**src/design/tga_pkg.sv**
```systemverilog
// Package for the Targa run-length pixel decoder: types, constants and small
// helper functions shared by the front end, command queue and back end.
// No dependencies.
`default_nettype none

package tga_pkg;

    // Palette store and packet limits
    localparam int PALETTE_DEPTH = 256;
    localparam int PAL_AW        = $clog2(PALETTE_DEPTH);
    localparam int MAX_RUN       = 128;

    // Queue depths between the parts and on the result side
    localparam int CMDQ_DEPTH = 4;
    localparam int CMDQ_PW    = $clog2(CMDQ_DEPTH);
    localparam int CMDQ_CW    = $clog2(CMDQ_DEPTH + 1);
    localparam int OUTQ_DEPTH = 4;
    localparam int OUTQ_PW    = $clog2(OUTQ_DEPTH);
    localparam int OUTQ_CW    = $clog2(OUTQ_DEPTH + 1);

    // Configuration register indexes
    localparam logic [1:0] CFG_PIXEL_FORMAT = 2'd0;
    localparam logic [1:0] CFG_RLE_ENABLE   = 2'd1;
    localparam logic [1:0] CFG_PIXEL_TOTAL  = 2'd2;

    // Input item kinds
    localparam logic FUNC_STREAM  = 1'b0;
    localparam logic FUNC_PALETTE = 1'b1;

    // Reset values of the configuration registers
    localparam logic [2:0]  RST_PIXEL_FORMAT = 3'd2;
    localparam logic        RST_RLE_ENABLE   = 1'b0;
    localparam logic [24:0] RST_PIXEL_TOTAL  = 25'd1;

    typedef enum logic [2:0] {
        FMT_INDEXED8 = 3'd0,
        FMT_RGB555   = 3'd1,
        FMT_RGB24    = 3'd2,
        FMT_RGBA32   = 3'd3,
        FMT_GRAY8    = 3'd4,
        FMT_GRAY16   = 3'd5
    } t_fmt;

    // One command from the front end: a palette write or a finished pixel
    typedef struct packed {
        logic        wr;
        logic [2:0]  fmt;
        logic [31:0] data;
        logic [7:0]  idx;
        logic [7:0]  rep;
        logic        last;
    } t_cmd;

    // One decoded result
    typedef struct packed {
        logic [7:0] b0;
        logic [7:0] b1;
        logic [7:0] b2;
        logic [7:0] b3;
        logic [2:0] nbytes;
        logic [7:0] rep;
        logic       last;
    } t_pix;

    // Stream bytes per pixel; unused codes behave as 24-bit
    function automatic logic [2:0] bytes_in(input logic [2:0] fmt);
        logic [2:0] n;
        unique case (t_fmt'(fmt))
            FMT_INDEXED8: n = 3'd1;
            FMT_RGB555:   n = 3'd2;
            FMT_RGB24:    n = 3'd3;
            FMT_RGBA32:   n = 3'd4;
            FMT_GRAY8:    n = 3'd1;
            FMT_GRAY16:   n = 3'd2;
            default:      n = 3'd3;
        endcase
        return n;
    endfunction

    function automatic logic pal_in_range(input logic [7:0] idx);
        return ({1'b0, idx} < 9'(PALETTE_DEPTH));
    endfunction

endpackage

`default_nettype wire

```
**src/design/tga_fe.sv**
```systemverilog
// Front end: configuration registers, packet header parsing, byte gathering
// and pixel counting. Emits one command per palette write or finished pixel.
// Depends on tga_pkg.
`default_nettype none

module tga_fe (
    input  wire logic                 i_clk,
    input  wire logic                 i_rst_n,
    input  wire logic                 i_cfg_we,
    input  wire logic [1:0]           i_cfg_idx,
    input  wire logic [24:0]          i_cfg_data,
    input  wire logic                 i_push,
    input  wire logic                 i_qfull,
    input  wire logic                 i_func,
    input  wire logic [7:0]           i_data_byte,
    input  wire logic [7:0]           i_palette_index,
    input  wire logic [23:0]          i_palette_color,
    output logic                      o_cmd_valid,
    output tga_pkg::t_cmd             o_cmd
);

    logic [2:0]  r_fmt;
    logic        r_rle;
    logic [24:0] r_total;

    logic        r_run,  n_run;
    logic [7:0]  r_left, n_left;
    logic [1:0]  r_pos,  n_pos;
    logic [23:0] r_gath, n_gath;
    logic [24:0] r_done, n_done;

    logic        accept;
    logic [25:0] diff;
    logic        img_done;
    logic [24:0] remaining;
    logic [2:0]  need;
    logic [31:0] t;
    logic [7:0]  rep_raw;
    logic [7:0]  rep_c;
    logic        rep_last;

    assign accept    = i_push && !i_qfull;
    assign diff      = {1'b0, r_total} - {1'b0, r_done};
    assign img_done  = diff[25] || (diff == 26'd0);
    assign remaining = diff[24:0];
    assign need      = tga_pkg::bytes_in(r_fmt);
    assign t         = {8'h00, r_gath} | (32'(i_data_byte) << {r_pos, 3'b000});
    assign rep_raw   = (r_rle && r_run) ? r_left : 8'd1;
    assign rep_c     = ({17'd0, rep_raw} > remaining) ? remaining[7:0] : rep_raw;
    assign rep_last  = ({17'd0, rep_raw} >= remaining);

    always_comb begin
        n_run       = r_run;
        n_left      = r_left;
        n_pos       = r_pos;
        n_gath      = r_gath;
        n_done      = r_done;
        o_cmd_valid = 1'b0;
        o_cmd.wr    = 1'b0;
        o_cmd.fmt   = r_fmt;
        o_cmd.data  = t;
        o_cmd.idx   = i_palette_index;
        o_cmd.rep   = rep_c;
        o_cmd.last  = rep_last;
        if (accept) begin
            priority if (i_func == tga_pkg::FUNC_PALETTE) begin
                // drop writes beyond the palette
                o_cmd_valid = tga_pkg::pal_in_range(i_palette_index);
                o_cmd.wr    = 1'b1;
                o_cmd.data  = {8'h00, i_palette_color};
            end else if (img_done) begin
                // image complete: ignore stream bytes
            end else if (r_rle && (r_left == 8'd0)) begin
                n_run  = i_data_byte[7];
                n_left = {1'b0, i_data_byte[6:0]} + 8'd1;
                n_pos  = 2'd0;
                n_gath = 24'd0;
            end else if (({1'b0, r_pos} + 3'd1) < need) begin
                n_gath = t[23:0];
                n_pos  = r_pos + 2'd1;
            end else begin
                n_pos       = 2'd0;
                n_gath      = 24'd0;
                n_done      = r_done + {17'd0, rep_c};
                o_cmd_valid = 1'b1;
                if (r_rle && r_run) begin
                    n_left = 8'd0;
                end else if (r_rle) begin
                    n_left = r_left - 8'd1;
                end
            end
        end
    end

    always_ff @(posedge i_clk) begin
        if (!i_rst_n) begin
            r_fmt   <= tga_pkg::RST_PIXEL_FORMAT;
            r_rle   <= tga_pkg::RST_RLE_ENABLE;
            r_total <= tga_pkg::RST_PIXEL_TOTAL;
            r_run   <= 1'b0;
            r_left  <= 8'd0;
            r_pos   <= 2'd0;
            r_gath  <= 24'd0;
            r_done  <= 25'd0;
        end else begin
            r_run  <= n_run;
            r_left <= n_left;
            r_pos  <= n_pos;
            r_gath <= n_gath;
            r_done <= n_done;
            if (i_cfg_we) begin
                unique case (i_cfg_idx)
                    tga_pkg::CFG_PIXEL_FORMAT: r_fmt   <= i_cfg_data[2:0];
                    tga_pkg::CFG_RLE_ENABLE:   r_rle   <= i_cfg_data[0];
                    tga_pkg::CFG_PIXEL_TOTAL:  r_total <= i_cfg_data;
                    default: ;
                endcase
            end
        end
    end

`ifndef SYNTHESIS
    a_left_bounded: assert property (@(posedge i_clk) disable iff (!i_rst_n)
        r_left <= 8'(tga_pkg::MAX_RUN))
        else $error("packet count above the longest packet");
    a_push_room: assert property (@(posedge i_clk) disable iff (!i_rst_n)
        o_cmd_valid |-> !i_qfull)
        else $error("command issued into a full queue");
    a_no_pixel_after_end: assert property (@(posedge i_clk) disable iff (!i_rst_n)
        (img_done && o_cmd_valid) |-> o_cmd.wr)
        else $error("pixel issued after the image was complete");
`endif

endmodule

`default_nettype wire

```
**config.mk**
```make
export PLATFORM = sky130hd
export DESIGN_NAME = tga_fe
export DESIGN_NICKNAME = d
export VERILOG_FILES = /design/src/design/tga_pkg.sv /design/src/design/tga_fe.sv
export SDC_FILE = /design/constraint.sdc
export NUM_CORES = 1
export LEC_CHECK = 0
export BUFFER_PORTS_ARGS = -buffer_cell sky130_fd_sc_hd__buf_2
export CELL_PAD_IN_SITES_DETAIL_PLACEMENT = 1
export CELL_PAD_IN_SITES_GLOBAL_PLACEMENT = 1
export CORE_MARGIN = 5
export CORE_UTILIZATION = 30
export CTS_BUF_LIST = sky130_fd_sc_hd__clkbuf_4 sky130_fd_sc_hd__clkbuf_8 sky130_fd_sc_hd__clkbuf_16
export DETAILED_ROUTE_END_ITERATION = 6
export GPL_ROUTABILITY_DRIVEN = 1
export PLACE_DENSITY = 0.7
export SETUP_SLACK_MARGIN = 0.4
export SKIP_CTS_REPAIR_TIMING = 1
export SYNTH_ARGS = -nofsm -noshare
export SYNTH_HDL_FRONTEND = slang
export SYNTH_SLANG_ARGS = --single-unit
```
**constraint.sdc**
```tcl
create_clock -name i_clk -period 7.3 [get_ports i_clk]
set_input_delay 1.095 -clock i_clk [delete_from_list [all_inputs] [get_ports i_clk]]
set_output_delay 1.095 -clock i_clk [all_outputs]
set_load 0.05 [all_outputs]
```
==> reports/summary.txt, run 1 <==
endpoint class of the critical path - flop
Finished Cell Area - 7780 um2
DIE WIDTH - 161 um
post-synth top area cell - dfxtp_1
via count - 7004
count of input and output buffers - 110
Die Ht - 161 um
number of buffers created by CTS - 9
WL final - 23.4 mm
pwr dens - 171 nW/um2
final non-filler cell total - 1298
synthesized area - 6880 um2
final RePlAce weighted congestion - 0.904
reg-to-reg slack, setup - 1.01 ns
ant diodes - 0
Critical R2R Capture - r_done[18]
pre-CTS setup slack - 0.914 ns
Register Area - 1780 um2
Post-Place Cells - 1282
Final setup viols - 0
RSZ-0062 raised after global routing - no
vias in the first global route - 7209
register bit total from synthesis - 89
R2R cell count - 22
cell-internal power - 0.000859 W
top cell type's share of synthesized area - 0.259
P&R area growth vs syn - 13.2%
post-place instance area - 7490 um2
VDD IR max - 112 uV
grt total ovfl - 0
part of the Yosys area used for sequential elements - 0.259
fin crit share - 0.862
Root Buffer - clkbuf_16
R2R Path Start - r_done[6]
Worst Hold Class - flop to flop
Clk network pwr share - 0.355
post-synthesis cell count - 949
async set-reset flop share out of synthesis - 0
Setup crit end - r_done[18]
commonest cells after routing, fill and taps aside - a21oi_1 (134), nand2_1 (122), buf_2 (110)
DR DRC count - 0
commonest non-fill, non-tap cell in the layout - a21oi_1
critical path class - flop to flop
IO Count - 127
Nets - 1129
Setup Skew - 0.00856 ns
Leak Pwr - 3.35 nW
Die Outline Area - 26000 um2
final worst path period need - 6.29 ns
Final TNS setup - 0 ns
part of the power in combinational logic - 0.269
Skew-Pair Late Insertion Delay - 0.36 ns
final hold vios - 0
Avg Inst Size Synth - 7.24 um2
WP data arrival - 6.58 ns
# rows - 55
DP Wirelength - 17.8 mm
CP startpoint kind - flop
Worst Path Max Fanout - 11
Avg WL per Cell - 18.0 um
net switching power - 0.000472 W
H-tree levels - 3
status - finished clean
Sequential Power Share - 0.376
top_reg_cell synth - dfxtp_1
core box area - 22600 um2
Pre-antenna DRT Iters - 5
starting density of the core - 0.305
Slew @ Worst Pin - 1.17 ns
Peak Freq - 159 MHz
synth warn - 0
CTS clk-pin slew, worst paths - 0.07 ns
first-pass GRT wire length - 38.3 mm
DR vias/cell - 5.40
slew margin rel. - 0.223
Sw Share - 0.355
maxcap violations - 0
Syn Nets - 1070
GRT Util Overall - 0.180
# fillers - 2865
CTS tree - built
layout cells sized above 1 - 0.145
multi-input logic area - 4600 um2
CP Launch Point - r_done[6]
Iter 0 DRT Violations - 287
initial antenna violation count - 0
Sink Count - 89
CP required - 7.58 ns
top cells by area, synth - dfxtp_1 (26%), a21oi_1 (9.8%), ha_1 (8.4%), nand2_1 (6.7%), nor2_1 (5.3%)
largest net degree at the start of global routing - 55
worst setup margin - 1.01 ns
post-route ant nets - 0
unique cell type count in the Yosys netlist - 73
number of synthesized flops with an enable pin - 0
Max Transition Viols Final - 0
clock buffer depth - 2
-- cells in the mapped netlist (7+ instances only) --
library cell  instances
a21oi_1             134
o211ai_1             10
nand4_1              16
dfxtp_1              89
nand3_1              24
nor2_1               97
xnor2_1              12
a31oi_1              23
and2_1               11
o21ai_0              30
nand2_1             122
nor2b_1              13
nor3_1               22
o21a_1               19
o31ai_1               8
nand2b_1             15
xor2_1               14
ha_1                 46
buf_4                10
a211oi_1              7
mux2i_1              22
a21o_1               15
clkbuf_1             41
inv_1                46
-- kinds of logic (layout without fill, tap and decap cells) --
kind of cell / Yosys count / count (layout) / synth area share
AO/OA/AOI/OAI: 291 / 291 / 0.265
AND/OR/NAND/NOR: 359 / 359 / 0.247
multiplexers: 23 / 23 / 0.0337
flip-flops: 89 / 89 / 0.259
adder cells (fa/ha/maj): 48 / 48 / 0.0895
buffers and inverters: 113 / 177 / 0.0726
XOR/XNOR: 26 / 26 / 0.0331
-- power by group through the flow --
stage | Sequential, W | Clock (W) | Combinational (W)
4_1_cts | 0.000501 | 0.000485 | 0.000357
2_1_floorplan | 0.000510 | 0 | 0.000269
3_3_place_gp | 0.000512 | 0 | 0.000351
5_1_grt | 0.000502 | 0.000507 | 0.000393
3_5_place_dp | 0.000512 | 0 | 0.000355
6_report | 0.000501 | 0.000473 | 0.000358
-- layout make-up --
type	instances	share of cell area
multi-input cells	747	0.591
flip-flops and latches	89	0.229
repair buffers	114	0.0746
well taps	285	0.0458
clock buffers	10	0.0307
inverters	47	0.0227
clock inverters	6	0.00611
-- state kept, by name, summed over array words and instances, names as in the netlist --
name	flops
r_total	25
r_gath	24
r_rle	1
r_pos	2
r_done	25
r_run	1
r_left	8
r_fmt	3
-- per-layer routing --
| layer | part of all wire | GRT usage | wire [um] |
|---|---|---|---|
| met5 | 0 | 0 | 0 |
| met1 | 0.47 | 0.235 | 10900 |
| met4 | 0.012 | 0.0399 | 277 |
| met3 | 0.050 | 0.0383 | 1170 |
| met2 | 0.47 | 0.305 | 11100 |
-- worst max-delay path, stage by stage (launching register included) --
cell	delay (ns)
dfxtp_1	0.36
inv_1	0.05
ha_1	0.35
a21oi_1	0.37
o21ai_0	0.33
or3_1	0.44
a221o_1	0.35
nor4_1	0.28
nand4_1	0.19
nor3_2	0.39
mux2i_1	0.27
ha_1	0.20
inv_1	0.06
fa_1	0.41
inv_1	0.08
a21oi_1	0.06
o21bai_1	0.19
a21oi_1	0.09
o21bai_1	0.24
a31oi_1	0.24
nand4b_1	0.51
or4_1	0.60
a21oi_1	0.15
-- worst min-delay path by stage --
| stage | cells after the start | slack [ns] | startpoint | to |
|---|---|---|---|---|
| after floorplan | 2 | 0.43 | r_done[10] | r_done[10] |
| after global placement | 2 | 0.44 | r_done[10] | r_done[10] |
| after detailed placement | 2 | 0.46 | r_done[10] | r_done[10] |
| after CTS | 2 | 0.47 | r_done[10] | r_done[10] |
| after global routing | 2 | 0.49 | r_total[19] | r_total[19] |
| final | 2 | 0.46 | r_done[10] | r_done[10] |
-- through the flow --
stage          hold WS (ns)  power (W)  utilization
2_1_floorplan         0.435   0.000779            -
3_3_place_gp          0.445   0.000863        0.332
3_5_place_dp          0.456   0.000867        0.332
4_1_cts               0.468    0.00134        0.345
5_1_grt               0.486    0.00140        0.345
6_report              0.465    0.00133        0.345
No activity file was read; power rests on OpenSTA's default activity.
==> run 2: changes to the inputs <==
--- a/config.mk
+++ b/config.mk
@@ -9,11 +9,11 @@
 export CELL_PAD_IN_SITES_DETAIL_PLACEMENT = 1
 export CELL_PAD_IN_SITES_GLOBAL_PLACEMENT = 1
 export CORE_MARGIN = 5
-export CORE_UTILIZATION = 30
+export CORE_UTILIZATION = 41
 export CTS_BUF_LIST = sky130_fd_sc_hd__clkbuf_4 sky130_fd_sc_hd__clkbuf_8 sky130_fd_sc_hd__clkbuf_16
 export DETAILED_ROUTE_END_ITERATION = 6
 export GPL_ROUTABILITY_DRIVEN = 1
-export PLACE_DENSITY = 0.7
+export PLACE_DENSITY = 0.89
 export SETUP_SLACK_MARGIN = 0.4
 export SKIP_CTS_REPAIR_TIMING = 1
 export SYNTH_ARGS = -nofsm -noshare
==> run 2 against run 1 <==
  * Total power shrank 0.94%
  * Critical path depth grew 4
  * Sequential power is essentially flat
  * Maximum frequency down 0.18%
  * Clock power down 3%
  * Hold slack better by 0.0051 ns
  * First-iteration DRC count grew 67%
  * Global-route usage rose by 5.7 points
  * Core utilization rose by 12 points
  * Register-to-register slack about the same
  * Design area is 1.0% lower
  * Highest routed layer unchanged
==> reports/summary.txt, run 2 (same netlist as run 1, synthesis figures left out) <==
status - finished clean
via count - 7284 (+4.0%)
count of input and output buffers - 110 (unchanged)
Setup Skew - 0.0102 ns (+0.00161 ns)
CTS clk-pin slew, worst paths - 0.07 ns (about the same)
first-pass GRT wire length - 38.4 mm (+0.22%)
Avg WL per Cell - 19.0 um (+5.2%)
RSZ-0062 raised after global routing - no
Slew @ Worst Pin - 1.24 ns (+0.0732 ns)
critical path class - flop to flop
CP startpoint kind - flop
clock buffer depth - 2 (unchanged)
Worst Path Max Fanout - 10 (-1)
DR DRC count - 0 (unchanged)
# rows - 47 (-15%)
layout cells sized above 1 - 0.146 (+0.000987)
post-route ant nets - 0 (unchanged)
final RePlAce weighted congestion - 0.930 (+2.9%)
vias in the first global route - 7548 (+4.7%)
CTS tree - built
Sw Share - 0.356 (+0.00149)
reg-to-reg slack, setup - 0.99 ns (about the same)
Leak Pwr - 3.35 nW (-0.16%)
net switching power - 0.000470 W (-0.52%)
DR vias/cell - 5.91 (+9.5%)
ant diodes - 0 (unchanged)
Peak Freq - 159 MHz (-0.18%)
Post-Place Cells - 1216 (-5.1%)
DIE WIDTH - 139 um (-14%)
worst hold stages - 2 (unchanged)
P&R area growth vs syn - 12.0%
R2R cell count - 26 (+18%)
WP data arrival - 6.58 ns (about the same)
CP required - 7.57 ns (about the same)
initial antenna violation count - 0 (unchanged)
VDD IR max - 121 uV (+7.6%)
GR peak layer - met2
pwr dens - 171 nW/um2 (about the same)
endpoint class of the critical path - flop
Sink Count - 89 (unchanged)
cell-internal power - 0.000849 W (-1.2%)
routing usage on met3 - 0.0340 (-0.00431)
Root Buffer - clkbuf_16
WL final - 23.4 mm (about the same)
grt total ovfl - 0 (unchanged)
Max Transition Viols Final - 0 (unchanged)
Sequential Power Share - 0.380 (+0.004)
GRT Util Overall - 0.236 (+0.0565)
worst setup margin - 0.994 ns (-0.0116 ns)
maxcap violations - 0 (unchanged)
DP Wirelength - 17.6 mm (-1.3%)
final non-filler cell total - 1233 (-5.0%)
Die Ht - 139 um (-14%)
final worst path period need - 6.31 ns (+0.0116 ns)
slew margin rel. - 0.172 (-0.0513)
Final setup viols - 0 (unchanged)
Worst Hold Class - flop to flop
part of the power in combinational logic - 0.274 (+0.005)
core box area - 16500 um2 (-27%)
IO Count - 127 (unchanged)
multi-input logic area - 4600 um2 (about the same)
largest net degree at the start of global routing - 55 (unchanged)
post-place instance area - 7400 um2 (-1.2%)
starting density of the core - 0.416 (+0.111)
pre-CTS setup slack - 0.985 ns (+0.0718 ns)
GR Layer Usage met1 - 0.302 (+0.0666)
H-tree levels - 3 (unchanged)
Skew-Pair Late Insertion Delay - 0.36 ns (about the same)
Iter 0 DRT Violations - 479 (+67%)
Final TNS setup - 0 ns (unchanged)
# fillers - 2136 (-25%)
Finished Cell Area - 7700 um2 (-1.0%)
Pre-antenna DRT Iters - 5 (unchanged)
GRT met2 Usage - 0.412 (+0.107)
commonest cells after routing, fill and taps aside - a21oi_1 (132), nand2_1 (122), buf_2 (110)
Regs by FF count - r_done x25, r_total x25, r_gath x24
final hold vios - 0 (unchanged)
Register Area - 1780 um2 (unchanged)
Die Outline Area - 19500 um2 (-25%)
fin crit share - 0.864 (+0.00159)
number of buffers created by CTS - 9 (unchanged)
Nets - 1130 (+0.089%)
Clk network pwr share - 0.346 (-0.009)
commonest non-fill, non-tap cell in the layout - a21oi_1
[run 2: final cells by class]
cell class	count	share of cell area
inverter	47	0.0229
clock inverter	6	0.00682
clock buffer	9	0.0292
multi-input combinational	747	0.598
sequential	89	0.231
timing repair buffer	115	0.0764
tap	220	0.0357
[run 2: metrics by stage]
step           total power (W)  hold slack [ns]   util
2_1_floorplan         0.000779            0.435      -
3_3_place_gp          0.000858            0.445  0.448
5_1_grt                0.00137            0.498  0.466
6_report               0.00132            0.470  0.466
3_5_place_dp          0.000866            0.458  0.448
4_1_cts                0.00132            0.472  0.465
[run 2: final timing paths]
check | from | to
max | r_total[0] | r_done[18]
min | r_total[24] | r_total[24]
max reg2reg | r_total[0] | r_done[18]
min reg2reg | r_total[24] | r_total[24]
[run 2: power by group through the flow]
stage / logic [W] / registers (W) / clock network [W]
2_1_floorplan: 0.000269 / 0.000510 / 0
3_3_place_gp: 0.000347 / 0.000511 / 0
3_5_place_dp: 0.000354 / 0.000512 / 0
4_1_cts: 0.000358 / 0.000501 / 0.000463
5_1_grt: 0.000392 / 0.000502 / 0.000480
6_report: 0.000361 / 0.000501 / 0.000457
[run 2: critical path, cell delays in order (launching register included)]
cell       delay (ns)
dfxtp_1          0.31
inv_1            0.06
ha_1             0.22
fa_1             0.42
nor2b_1          0.23
o2111ai_1        0.23
a211oi_2         0.47
o31ai_4          0.16
a21oi_2          0.17
xor2_1           0.09
or3_1            0.41
nor3_1           0.24
buf_4            0.24
mux2i_1          0.26
ha_1             0.21
inv_1            0.07
fa_1             0.40
inv_1            0.09
a21oi_1          0.06
o21bai_1         0.20
a21oi_1          0.10
o21bai_1         0.22
a31oi_1          0.28
nand4b_1         0.26
buf_4            0.18
or4_1            0.47
a21oi_1          0.15
[run 2: layer usage]
layer	vias to the layer above	wire, um
li1	3484	-
met5	-	0
met3	40	990
met4	0	528
met2	187	11400
met1	3573	10500
