$ cat src/design/tga_pkg.sv
// Package for the Targa run-length pixel decoder: types, constants and small
// helper functions shared by the front end, command queue and back end.
// No dependencies.
`default_nettype none

package tga_pkg;

    // Palette store and packet limits
    localparam int PALETTE_DEPTH = 256;
    localparam int PAL_AW        = $clog2(PALETTE_DEPTH);
    localparam int MAX_RUN       = 128;

    // Queue depths between the parts and on the result side
    localparam int CMDQ_DEPTH = 4;
    localparam int CMDQ_PW    = $clog2(CMDQ_DEPTH);
    localparam int CMDQ_CW    = $clog2(CMDQ_DEPTH + 1);
    localparam int OUTQ_DEPTH = 4;
    localparam int OUTQ_PW    = $clog2(OUTQ_DEPTH);
    localparam int OUTQ_CW    = $clog2(OUTQ_DEPTH + 1);

    // Configuration register indexes
    localparam logic [1:0] CFG_PIXEL_FORMAT = 2'd0;
    localparam logic [1:0] CFG_RLE_ENABLE   = 2'd1;
    localparam logic [1:0] CFG_PIXEL_TOTAL  = 2'd2;

    // Input item kinds
    localparam logic FUNC_STREAM  = 1'b0;
    localparam logic FUNC_PALETTE = 1'b1;

    // Reset values of the configuration registers
    localparam logic [2:0]  RST_PIXEL_FORMAT = 3'd2;
    localparam logic        RST_RLE_ENABLE   = 1'b0;
    localparam logic [24:0] RST_PIXEL_TOTAL  = 25'd1;

    typedef enum logic [2:0] {
        FMT_INDEXED8 = 3'd0,
        FMT_RGB555   = 3'd1,
        FMT_RGB24    = 3'd2,
        FMT_RGBA32   = 3'd3,
        FMT_GRAY8    = 3'd4,
        FMT_GRAY16   = 3'd5
    } t_fmt;

    // One command from the front end: a palette write or a finished pixel
    typedef struct packed {
        logic        wr;
        logic [2:0]  fmt;
        logic [31:0] data;
        logic [7:0]  idx;
        logic [7:0]  rep;
        logic        last;
    } t_cmd;

    // One decoded result
    typedef struct packed {
        logic [7:0] b0;
        logic [7:0] b1;
        logic [7:0] b2;
        logic [7:0] b3;
        logic [2:0] nbytes;
        logic [7:0] rep;
        logic       last;
    } t_pix;

    // Stream bytes per pixel; unused codes behave as 24-bit
    function automatic logic [2:0] bytes_in(input logic [2:0] fmt);
        logic [2:0] n;
        unique case (t_fmt'(fmt))
            FMT_INDEXED8: n = 3'd1;
            FMT_RGB555:   n = 3'd2;
            FMT_RGB24:    n = 3'd3;
            FMT_RGBA32:   n = 3'd4;
            FMT_GRAY8:    n = 3'd1;
            FMT_GRAY16:   n = 3'd2;
            default:      n = 3'd3;
        endcase
        return n;
    endfunction

    function automatic logic pal_in_range(input logic [7:0] idx);
        return ({1'b0, idx} < 9'(PALETTE_DEPTH));
    endfunction

endpackage

`default_nettype wire

$ cat src/design/tga_cmdq.sv
// Short command queue between the front end and the back end.
// Depends on tga_pkg.
`default_nettype none

module tga_cmdq (
    input  wire logic          i_clk,
    input  wire logic          i_rst_n,
    input  wire logic          i_push,
    input  wire tga_pkg::t_cmd i_data,
    output logic               o_full,
    input  wire logic          i_pop,
    output logic               o_empty,
    output tga_pkg::t_cmd      o_data
);

    tga_pkg::t_cmd                 r_mem [tga_pkg::CMDQ_DEPTH];
    logic [tga_pkg::CMDQ_PW-1:0]   r_wp, n_wp;
    logic [tga_pkg::CMDQ_PW-1:0]   r_rp, n_rp;
    logic [tga_pkg::CMDQ_CW-1:0]   r_cnt, n_cnt;
    logic                          do_push;
    logic                          do_pop;

    assign o_full  = (r_cnt == tga_pkg::CMDQ_CW'(tga_pkg::CMDQ_DEPTH));
    assign o_empty = (r_cnt == '0);
    assign o_data  = r_mem[r_rp];
    assign do_push = i_push && !o_full;
    assign do_pop  = i_pop && !o_empty;

    always_comb begin
        n_wp  = r_wp;
        n_rp  = r_rp;
        n_cnt = r_cnt;
        if (do_push) begin
            n_wp = (r_wp == tga_pkg::CMDQ_PW'(tga_pkg::CMDQ_DEPTH - 1)) ? '0 : r_wp + 1'b1;
        end
        if (do_pop) begin
            n_rp = (r_rp == tga_pkg::CMDQ_PW'(tga_pkg::CMDQ_DEPTH - 1)) ? '0 : r_rp + 1'b1;
        end
        if (do_push && !do_pop) begin
            n_cnt = r_cnt + 1'b1;
        end else if (do_pop && !do_push) begin
            n_cnt = r_cnt - 1'b1;
        end
    end

    always_ff @(posedge i_clk) begin
        if (do_push) begin
            r_mem[r_wp] <= i_data;
        end
    end

    always_ff @(posedge i_clk) begin
        if (!i_rst_n) begin
            r_wp  <= '0;
            r_rp  <= '0;
            r_cnt <= '0;
        end else begin
            r_wp  <= n_wp;
            r_rp  <= n_rp;
            r_cnt <= n_cnt;
        end
    end

endmodule

`default_nettype wire

$ cat config.mk
export PLATFORM = sky130hd
export DESIGN_NAME = tga_cmdq
export DESIGN_NICKNAME = d
export VERILOG_FILES = /design/src/design/tga_pkg.sv /design/src/design/tga_cmdq.sv
export SDC_FILE = /design/constraint.sdc
export NUM_CORES = 1
export LEC_CHECK = 0
export ABC_AREA = 1
export BUFFER_PORTS_ARGS = -buffer_cell sky130_fd_sc_hd__buf_2
export CAP_MARGIN = 15
export CORE_UTILIZATION = 35
export DETAILED_ROUTE_END_ITERATION = 10
export SYNTH_ARGS = -nofsm -noshare
export SYNTH_HDL_FRONTEND = slang
export SYNTH_SLANG_ARGS = --single-unit
$ cat constraint.sdc
create_clock -name i_clk -period 5.2 [get_ports i_clk]
set_input_delay 1.56 -clock i_clk [delete_from_list [all_inputs] [get_ports i_clk]]
set_output_delay 1.56 -clock i_clk [all_outputs]
set_load 0.02 [all_outputs]
==> results.env, run 1 <==
MOST_FREQUENT_CELLS_IN_THE_LAYOUT='212 x edfxtp_1, 111 x buf_2, 99 x nor2_1'
CLKSLEWWORSTSETUPHOLDPATHS_NS=0.06
GRT_OVERFLOW=0
PERIOD_NEEDED_NS=3.99
IOPINCOUNT=112
DOMINANT_REGISTER_CELL_IN_THE_SYNTHESIZED_NETLIST='edfxtp_1'
WORST_SLEW_MARGIN_REL=0.311
SYNTH_EDF_COUNT=212
NUM-FILL-CELLS=2179
YOSYSWARNINGS=0
SYNTH-COMPOUND-AREA-SHARE=0.118
SHARE_OF_SYNTHESIZED_CELL_AREA_IN_AND_OR_NAND_AND_NOR_GATES=0.0688
FIRST_PASS_GRT_WIRE_LENGTH_MM=25.3
WORSTSETUPENDPOINTTYPE='primary output'
DETAIL_ROUTE.VIAS_PER_CELL=4.78
LAYOUT_COMMONEST_CELL='edfxtp_1'
SETUP.WORST_PATH.CLASS='flip-flop to primary output'
PLACED_CELL_AREA_SQ_MM=0.00936
PERIOD_SHARE=0.768
TIMING.FINAL.SETUP_VIOLATIONS=0
POWERDENSITY_mW_PER_MM2=529
H-TREE-DEPTH=1
WORSTSETUPSTARTPOINTTYPE='flip-flop'
DETAIL_ROUTE.WIRELENGTH_MM=16.5
QUANTITY_OF_I_O_BUFFERS_INSERTED_ON_PORTS=111
CLOCK_PATH_BUFFERS=3
GRT.TOTAL_USAGE=0.132
POST_ROUTE_CLOCK_SKEW_NS=0.0199
MAXCLOCKFREQUENCY_MHz=250
DRC_ERRORS=0
DIE_HEIGHT_UM=158
WORST-ENDPOINT-REQUIRED_NS=3.64
AVGROUTEDWIREPERCELL_UM=16.0
NUMCLOCKSINKS=221
HP-CLASS='flip-flop to flip-flop'
MIN_DELAY_PATH_DEPTH=2
CRIT_PATH_MAX_FANOUT=54
POST_ROUTE_CELLS_DRIVE_ABOVE_1_SHARE=0.282
POST_SYNTH_INSTANCE_AREA_SQ_MM=0.00853
POST_SYNTH_INST_COUNT=585
DRV_SLEW=0
NUMBER_OF_BUFFERS_INSERTED_BY_HOLD_REPAIR_AT_CTS=0
LAYOUT.CELL_AREA.NON_FILLER_SQ_MM=0.0101
YS_SEQ_ELEMENTS=221
CTSRESIZECOUNT=0
POSTSYNTHNETCOUNT=649
SYNTH_ADDER_AREA_SHARE=0.0111
AREA_GROWTH_PCT=18.5
TIMING.FINAL.HOLD_VIOLATIONS=0
NUMBER_OF_SEARCH_AND_REPAIR_ITERATIONS_IN_THE_FIRST_DETAILED_ROUTING_PASS=4
PLACEABLECOREAREA_SQ_MM=0.0237
SETUP-TNS-FINAL_NS=0
CTS_ROOT_BUFFER='clkbuf_16'
CTS_POST_SETUP_BUFFERS_INSERTED=0
FIRST_GLOBAL_VIAS=4813
SYNTH.MUX.AREA_FRACTION=0
LEAK_PWR_nW=3.55
POST_SYNTH_XOR_AREA_FRACTION=0
DIE_X_UM=158
YS_SEQ_AREA_FRAC=0.767
COMBINATIONAL_FAMILY_WITH_THE_MOST_AREA_AFTER_SYNTHESIS='compound AO/OA/AOI/OAI gates'
PLACE.DETAILED.HPWL_MM=8.93
IRDROPWORSTVDD_uV=355
ASYNC_FLOP_SHARE=0
MAXCAPVIOLCOUNT=0
INITIAL_ANTENNA_VIOLATION_COUNT=1
ANTENNA_VIOLATING_NETS_POST_ROUTE=0
DESIGN.DIE.AREA_SQ_MM=0.0250
SYNTH.DISTINCT_CELLS=23
UNREPAIRED_SETUP_ENDPOINTS_AFTER_GLOBAL_ROUTING='no'
INITIAL_CORE_UTILIZATION=0.360
WORST_PIN_SLEW_NS=1.03
GRT_MAX_DEGREE=107
PLACEMENT_ROWS=56
VIAS=4937
RUN_STATUS='finished clean'
GP_ROUTABILITY_CONGESTION=0.674
NETS=760
CLOCK_LATENCY_NS=0.51
R2R_SETUP_SLACK_NS=2.90
CP.ARRIVAL_NS=2.43
TRITONCTS='yes'
REG2REG_DEPTH=5
AVGSYNTHCELLAREA_SQ_UM=14.6
NUMCTSBUFFERS=24
DRT_ITER0_MARKERS=279
stage by stage:
stage               cells  power, W  hold slack [ns]  utilization  setup slack (ns)
global route         1032   0.00564            0.553        0.427              1.03
floorplan             585   0.00338            0.480            -             0.810
CTS                  1032   0.00543            0.516        0.427              1.15
detailed placement    989   0.00384            0.509        0.395              1.70
finish               1033   0.00535            0.510        0.427              1.21
global placement      989   0.00382            0.498        0.395              1.74
registers in the layout, summed over array words and instances (netlist names), named ones only:
register and cells:
r_cnt 3, r_mem 212, r_rp 2, r_wp 2
metal layers:
layer | GRT usage | wire length [um] | vias to the layer above
met2 | 0.223 | 7960 | 116
met5 | 0 | 0 | -
met4 | 0.0417 | 432 | 0
met1 | 0.167 | 7380 | 2403
li1 | - | - | 2389
met3 | 0.0301 | 753 | 29
cells in the mapped netlist, types with 4 or more instances:
| cell | instances | area [sq um] |
|---|---|---|
| inv_1 | 17 | 63.8 |
| o21ai_0 | 98 | 490 |
| clkbuf_2 | 6 | 30.0 |
| o21ai_1 | 10 | 50.1 |
| ha_1 | 6 | 75.1 |
| buf_6 | 4 | 45.0 |
| dfxtp_1 | 9 | 180 |
| buf_2 | 18 | 90.1 |
| nor2_1 | 103 | 387 |
| nand2_1 | 15 | 56.3 |
| o22ai_1 | 33 | 206 |
| nor2_2 | 20 | 125 |
| edfxtp_1 | 212 | 6370 |
| o22ai_2 | 20 | 250 |
area by class of cell:
type / instances / area, sq um / area share
flip-flops and latches: 221 / 6550 / 0.648
inverters: 19 / 76.3 / 0.00755
repair buffers: 119 / 616 / 0.0609
well taps: 319 / 399 / 0.0395
clock buffers: 37 / 711 / 0.0703
clock inverters: 6 / 37.5 / 0.00371
multi-input cells: 311 / 1720 / 0.170
diodes: 1 / 2.50 / 0.000247
power breakdown:
| group | switching [W] | internal [W] | total (W) | leakage (nW) |
|---|---|---|---|---|
| Combinational | 0.00105 | 0.000462 | 0.00151 | 1.17 |
| Clock | 0.000644 | 0.000939 | 0.00158 | 0.361 |
| Sequential | 0.0000857 | 0.00217 | 0.00226 | 2.02 |
| Total | 0.00178 | 0.00357 | 0.00535 | 3.55 |
worst paths after layout:
check | start | endpoint
setup / recovery | flip-flop | o_data[12]
hold / removal | r_cnt[0] | r_cnt[0]
setup reg to reg | r_cnt[1] | r_mem[1][39]
hold reg to reg | r_cnt[0] | r_cnt[0]
critical path, cell delays in order (launching register included):
cell and delay (ns):
dfxtp_4 0.69, buf_4 0.53, o21ai_0 0.18, o22ai_1 0.24, buf_2 0.21
kinds of logic (layout without fill, tap and decap cells):
family,after synthesis,count (layout)
AND/OR/NAND/NOR,141,141
AO/OA/AOI/OAI,163,163
adder cells (fa/ha/maj),7,7
flip-flops,221,221
other,0,1
buffers and inverters,53,181
No activity file was read; power rests on OpenSTA's default activity.
==> inputs of run 2 (changes only) <==
==> constraint.sdc (replaced) <==
create_clock -name i_clk -period 3.4 [get_ports i_clk]
set_input_delay 1.02 -clock i_clk [delete_from_list [all_inputs] [get_ports i_clk]]
set_output_delay 1.02 -clock i_clk [all_outputs]
set_load 0.02 [all_outputs]
==> run 2 against run 1 <==
Net effect:
- wire length up 3.1%
- total power up 59%
- final cell count up 0.58%
- non-clock buffer count up 6
- critical path type unchanged
==> results.env, run 2 (synthesis results as in run 1) <==
CLOCK_LATENCY_NS=0.51  # about the same
DETAIL_ROUTE.VIAS_PER_CELL=4.75  # was 4.78
NETS=766  # was 760
GRT.TOTAL_USAGE=0.136  # was 0.132
ANTENNA_VIOLATING_NETS_POST_ROUTE=0  # unchanged
AVGROUTEDWIREPERCELL_UM=16.4  # was 16.0 um
RUN_STATUS='finished clean'  # unchanged
PLACEABLECOREAREA_SQ_MM=0.0237  # unchanged
GP_ROUTABILITY_CONGESTION=0.703  # was 0.674
DIE_X_UM=158  # unchanged
CRIT-REG2REG-LAUNCH='r_cnt[1]'  # unchanged
MIN_FROM='r_cnt[0]'  # unchanged
NUMCTSBUFFERS=24  # unchanged
INITIAL_ANTENNA_VIOLATION_COUNT=2  # was 1
LARGEST_REGISTER_FFS=212  # unchanged
PLACE.DETAILED.HPWL_MM=9.59  # was 8.93 mm
FIRST_GLOBAL_VIAS=4700  # was 4813
MIN_DELAY_PATH_DEPTH=2  # unchanged
MOST_FREQUENT_CELLS_IN_THE_LAYOUT='212 x edfxtp_1, 111 x buf_2, 99 x nor2_1'  # unchanged
NUM-FILL-CELLS=2189  # was 2179
UNREPAIRED_SETUP_ENDPOINTS_AFTER_GLOBAL_ROUTING='no'  # unchanged
CELL_WITH_THE_LARGEST_STAGE_DELAY_ON_THE_WORST_PATH='buf_4'  # was dfxtp_4
WORST_PIN_SLEW_NS=0.621  # was 1.03 ns
FIRST_PASS_GRT_WIRE_LENGTH_MM=25.6  # was 25.3 mm
TRITONCTS='yes'  # unchanged
WORST_SLEW_MARGIN_REL=0.586  # was 0.311
NUMBER_OF_SEARCH_AND_REPAIR_ITERATIONS_IN_THE_FIRST_DETAILED_ROUTING_PASS=4  # unchanged
GRT_MAX_DEGREE=107  # unchanged
NUMBER_OF_BUFFERS_INSERTED_BY_HOLD_REPAIR_AT_CTS=0  # unchanged
GRT_OVERFLOW=0  # unchanged
MAXCLOCKFREQUENCY_MHz=318
POST_ROUTE_CELLS_DRIVE_ABOVE_1_SHARE=0.292  # was 0.282
VIAS=4936  # was 4937
MAX_STAGE_DELAY_NS=0.47  # was 0.69 ns
CLOCK_PATH_BUFFERS=3  # unchanged
LAYOUT_COMMONEST_CELL='edfxtp_1'  # unchanged
AREA_GROWTH_PCT=20.3  # was 18.5%
PLACEMENT_ROWS=56  # unchanged
ANTENNA_CELLS=0  # was 1
TIMING.FINAL.SETUP_VIOLATIONS=0  # unchanged
WORST-ENDPOINT-REQUIRED_NS=2.38  # was 3.64 ns
DESIGN.DIE.AREA_SQ_MM=0.0250  # unchanged
LEAK_PWR_nW=3.64  # was 3.55 nW
POST_ROUTE_CLOCK_SKEW_NS=0.0116  # was 0.0199 ns
CTS_ROOT_BUFFER='clkbuf_16'  # unchanged
POWERDENSITY_mW_PER_MM2=830  # was 529 mW/mm^2
POST_LAYOUT_UTILIZATION_OF_THE_CORE=0.434  # was 0.427
QUANTITY_OF_I_O_BUFFERS_INSERTED_ON_PORTS=111  # unchanged
WORSTSETUPSTARTPOINTTYPE='flip-flop'  # unchanged
SETUP-TNS-FINAL_NS=0  # unchanged
HOLD_END='r_cnt[0]'  # unchanged
DRC_ERRORS=0  # unchanged
R2R_SETUP_SLACK_NS=1.26  # was 2.90 ns
H-TREE-DEPTH=1  # unchanged
MULTIINPUTGATEAREA_SQ_MM=0.00172  # unchanged
CRIT_PATH_MAX_FANOUT=53  # was 54
CRIT-REG2REG-CAPTURE='r_cnt[1]'  # was r_mem[1][39]
INITIAL_CORE_UTILIZATION=0.360  # unchanged
CP.ARRIVAL_NS=2.13  # was 2.43 ns
IRDROPWORSTVDD_uV=453  # was 355 uV
DIE_HEIGHT_UM=158  # unchanged
SETUP.WORST_PATH.CLASS='flip-flop to primary output'  # unchanged
TOP_REGS='r_mem x212, r_cnt x3'  # unchanged
CRIT_PATH_CELL_TRACE='buf_4 > o21ai_0 > o22ai_1 > buf_2'  # unchanged
CLKSLEWWORSTSETUPHOLDPATHS_NS=0.06  # about the same
IOPINCOUNT=112  # unchanged
HP-CLASS='flip-flop to flip-flop'  # unchanged
PLACED_CELL_AREA_SQ_MM=0.00944  # was 0.00936 sq mm
REG2REG_DEPTH=9  # was 5
LAYOUT.AREA.SEQ_SQ_MM=0.00655  # unchanged
WORSTSETUPENDPOINTTYPE='primary output'  # unchanged
DRT_ITER0_MARKERS=312  # was 279
LAYOUT.CELL_AREA.NON_FILLER_SQ_MM=0.0103  # was 0.0101 sq mm
NUMCLOCKSINKS=221  # unchanged
MAX_FLOP_REGISTER='r_mem'  # unchanged
PERIOD_NEEDED_NS=3.15
CTS_POST_SETUP_BUFFERS_INSERTED=0  # unchanged
PERIOD_SHARE=0.925
MAXCAPVIOLCOUNT=0  # unchanged
DRV_SLEW=0  # unchanged
DETAIL_ROUTE.WIRELENGTH_MM=17.0  # was 16.5 mm
TIMING.FINAL.HOLD_VIOLATIONS=0  # unchanged
CTSRESIZECOUNT=0  # unchanged
## run 2: changes by cell type in the layout (fill, tap and decap cells not counted), moves of 2 or more
| cell | delta |
|---|---|
| buf_12 | +3 |
| bufinv_16 | +4 |
| clkbuf_1 | -4 |
| clkbuf_8 | -4 |
| clkinvlp_4 | -2 |
| clkinv_1 | +2 |
| buf_4 | +3 |
| clkinv_2 | +3 |
## run 2: routing by layer
layer / vias up / GRT usage / wire length (um)
met5: - / 0 / 12
li1: 2404 / - / -
met1: 2398 / 0.172 / 7540
met2: 101 / 0.234 / 8310
met4: 2 / 0.0371 / 418
met3: 31 / 0.0276 / 761
## run 2: worst max-delay path by stage
stage / startpoint / to / slack [ns] / cells after the start
after floorplan: i_push / r_mem[0][0] / -0.45 / 2
after global placement: i_push / r_cnt[1] / 0.80 / 8
after detailed placement: i_push / r_cnt[1] / 0.73 / 8
after global routing: flip-flop / o_data[6] / 0.16 / 4
final: flip-flop / o_data[17] / 0.25 / 4
after CTS: flip-flop / o_data[17] / 0.26 / 4
## run 2: final cells by class
type                            instances  share of cell area
Clock inverter                         15              0.0178
Sequential cell                       221               0.638
Tap cell                              319              0.0389
Clock buffer                           29              0.0624
Timing Repair Buffer                  125              0.0680
Inverter                               19             0.00743
Multi-Input combinational cell        311               0.167
## run 2: worst max-delay path, delay by kind of cell (launching register included)
| kind | cells | cell delay, ns |
|---|---|---|
| buf+inv | 2 | 0.69 |
| compound gates | 2 | 0.53 |
| flops | 1 | 0.33 |
## run 2: metrics by stage
stage | hold WS (ns) | setup slack (ns) | cells | power, W
2_1_floorplan | 0.480 | -0.450 | 585 | 0.00516
3_3_place_gp | 0.499 | 0.798 | 995 | 0.00592
3_5_place_dp | 0.503 | 0.734 | 995 | 0.00595
4_1_cts | 0.512 | 0.263 | 1039 | 0.00864
5_1_grt | 0.550 | 0.161 | 1039 | 0.00894
6_report | 0.507 | 0.255 | 1039 | 0.00852
## run 2: power by group
| group | leakage, nW | switching, W | internal [W] |
|---|---|---|---|
| logic | 1.21 | 0.00169 | 0.000753 |
| clock network | 0.407 | 0.00102 | 0.00165 |
| registers | 2.02 | 0.0000808 | 0.00332 |
| total | 3.64 | 0.00279 | 0.00573 |
==> inputs of run 3 (changes only) <==
--- a/config.mk
+++ b/config.mk
@@ -6,10 +6,10 @@
 export NUM_CORES = 1
 export LEC_CHECK = 0
 export ABC_AREA = 1
-export BUFFER_PORTS_ARGS = -buffer_cell sky130_fd_sc_hd__buf_2
 export CAP_MARGIN = 15
 export CORE_UTILIZATION = 35
 export DETAILED_ROUTE_END_ITERATION = 10
+export DONT_BUFFER_PORTS = 1
 export SYNTH_ARGS = -nofsm -noshare
 export SYNTH_HDL_FRONTEND = slang
 export SYNTH_SLANG_ARGS = --single-unit
==> run 3 against run 2 <==
Net effect:
- via count down 4.9%
- cell area down 6.3%
- non-clock buffer count down 105
- die area unchanged
- final cell count down 10%
- critical path type unchanged
==> results.env, run 3 (synthesis results as in run 1) <==
HP-CLASS='flip-flop to flip-flop'  # unchanged
GRT.TOTAL_USAGE=0.137  # was 0.136
INITIAL_CORE_UTILIZATION=0.360  # unchanged
LAYOUT.CELL_AREA.NON_FILLER_SQ_MM=0.00962  # was 0.0103 sq mm
LAYOUT_COMMONEST_CELL='edfxtp_1'  # unchanged
SETUP.WORST_PATH.CLASS='flip-flop to primary output'  # unchanged
GP_ROUTABILITY_CONGESTION=0.693  # was 0.703
IRDROPWORSTVDD_uV=479  # was 453 uV
DRT_ITER0_MARKERS=227  # was 312
CTS_POST_SETUP_BUFFERS_INSERTED=0  # unchanged
DETAIL_ROUTE.VIAS_PER_CELL=5.05  # was 4.75
POST_ROUTE_CLOCK_SKEW_NS=0.0104  # was 0.0116 ns
CP.ARRIVAL_NS=2.03  # was 2.13 ns
TRITONCTS='yes'  # unchanged
IOPINCOUNT=112  # unchanged
GRT_MAX_DEGREE=107  # unchanged
CTS_ROOT_BUFFER='clkbuf_16'  # unchanged
NUMCTSBUFFERS=23  # was 24
DRV_SLEW=0  # unchanged
DIE_X_UM=158  # unchanged
MOST_FREQUENT_CELLS_IN_THE_LAYOUT='212 x edfxtp_1, 99 x nor2_1, 98 x o21ai_0'  # was 212 x edfxtp_1, 111 x buf_2, 99 x nor2_1
RUN_STATUS='finished clean'  # unchanged
PLACE.DETAILED.HPWL_MM=10.1  # was 9.59 mm
WORST_SLEW_MARGIN_REL=0.556  # was 0.586
FIRST_PASS_GRT_WIRE_LENGTH_MM=25.9  # was 25.6 mm
CLOCK_PATH_BUFFERS=3  # unchanged
FINALHOLDWORSTSLACK_NS=0.535  # was 0.507 ns
TOP_REGS='r_mem x212, r_cnt x3'  # unchanged
REG2REG_DEPTH=9  # unchanged
AREA_GROWTH_PCT=12.7  # was 20.3%
CRIT_PATH_MAX_FANOUT=83  # was 53
POST_ROUTE_CELLS_DRIVE_ABOVE_1_SHARE=0.159  # was 0.292
FINAL_CELL_COUNT_NO_FILL=930  # was 1039
UNREPAIRED_SETUP_ENDPOINTS_AFTER_GLOBAL_ROUTING='no'  # unchanged
LARGEST_REGISTER_FFS=212  # unchanged
CLKSLEWWORSTSETUPHOLDPATHS_NS=0.06  # about the same
PLACEMENT_ROWS=56  # unchanged
DP_CELLS=890  # was 995
PERIOD_NEEDED_NS=3.05  # was 3.15 ns
PLACED_CELL_AREA_SQ_MM=0.00892  # was 0.00944 sq mm
DIE_HEIGHT_UM=158  # unchanged
TOTAL_POWER_W=0.00788  # was 0.00852 W
INITIAL_ANTENNA_VIOLATION_COUNT=0  # was 2
VIAS=4694  # was 4936
WORSTSETUPSTARTPOINTTYPE='flip-flop'  # unchanged
TIMING.FINAL.HOLD_VIOLATIONS=0  # unchanged
ANTENNA_VIOLATING_NETS_POST_ROUTE=0  # unchanged
QUANTITY_OF_I_O_BUFFERS_INSERTED_ON_PORTS=0  # was 111
AVGROUTEDWIREPERCELL_UM=18.5  # was 16.4 um
MAX_FLOP_REGISTER='r_mem'  # unchanged
DETAIL_ROUTE.WIRELENGTH_MM=17.2  # was 17.0 mm
ANTENNA_CELLS=0  # unchanged
FIRST_GLOBAL_VIAS=4790  # was 4700
POWERDENSITY_mW_PER_MM2=819  # was 830 mW/mm^2
MAXCLOCKFREQUENCY_MHz=328  # was 318 MHz
NUMBER_OF_SEARCH_AND_REPAIR_ITERATIONS_IN_THE_FIRST_DETAILED_ROUTING_PASS=4  # unchanged
MAXCAPVIOLCOUNT=0  # unchanged
LEAK_PWR_nW=3.15  # was 3.64 nW
TIMING.FINAL.SETUP_VIOLATIONS=0  # unchanged
H-TREE-DEPTH=1  # unchanged
PERIOD_SHARE=0.896  # was 0.925
GRT_OVERFLOW=0  # unchanged
WORST_PIN_SLEW_NS=0.667  # was 0.621 ns
WORST-ENDPOINT-REQUIRED_NS=2.38  # about the same
DESIGN.DIE.AREA_SQ_MM=0.0250  # unchanged
WORSTSETUPENDPOINTTYPE='primary output'  # unchanged
CTSRESIZECOUNT=0  # unchanged
NETS=660  # was 766
DRC_ERRORS=0  # unchanged
POST_LAYOUT_UTILIZATION_OF_THE_CORE=0.406  # was 0.434
NUMCLOCKSINKS=221  # unchanged
PLACEABLECOREAREA_SQ_MM=0.0237  # unchanged
NUMBER_OF_BUFFERS_INSERTED_BY_HOLD_REPAIR_AT_CTS=0  # unchanged
MIN_DELAY_PATH_DEPTH=2  # unchanged
CLOCK_LATENCY_NS=0.50  # was 0.51 ns
==> run 3: metal layers <==
layer,track usage,wire length (um)
met2,0.247,8830
met5,0,0
met4,0.0467,511
met1,0.149,6560
met3,0.0465,1340
==> run 3: final timing paths <==
| check | to | start | slack (ns) |
|---|---|---|---|
| setup / recovery | o_data[9] | flip-flop | 0.35 |
| hold reg to reg | r_cnt[1] | r_cnt[1] | 0.54 |
| setup reg to reg | r_cnt[1] | r_cnt[1] | 1.23 |
| hold / removal | r_cnt[1] | r_cnt[1] | 0.54 |
==> run 3: layout make-up <==
type / count / area [sq um]
fillers: 2191 / 14100
flip-flops and latches: 221 / 6550
multi-input cells: 311 / 1720
clock buffers: 28 / 594
well taps: 319 / 399
repair buffers: 20 / 175
clock inverters: 12 / 105
inverters: 19 / 76.3
==> run 3: through the flow <==
stage | setup TNS [ns] | setup WS, ns
2_1_floorplan | -95.31 | -0.450
3_3_place_gp | 0 | 0.893
3_5_place_dp | 0 | 0.856
4_1_cts | 0 | 0.316
5_1_grt | 0 | 0.191
6_report | 0 | 0.352
==> run 3: where the power goes <==
part	total, W	switching [W]	internal [W]
sequential	0.00342	0.0000909	0.00333
combinational	0.00214	0.00162	0.000525
clock	0.00232	0.000939	0.00138
total	0.00788	0.00265	0.00523
==> run 3: critical path, cell delays in order, from the launching register on <==
cell and delay, ns:
dfxtp_4 0.36, inv_6 0.49, o21ai_0 0.22, o22ai_1 0.45
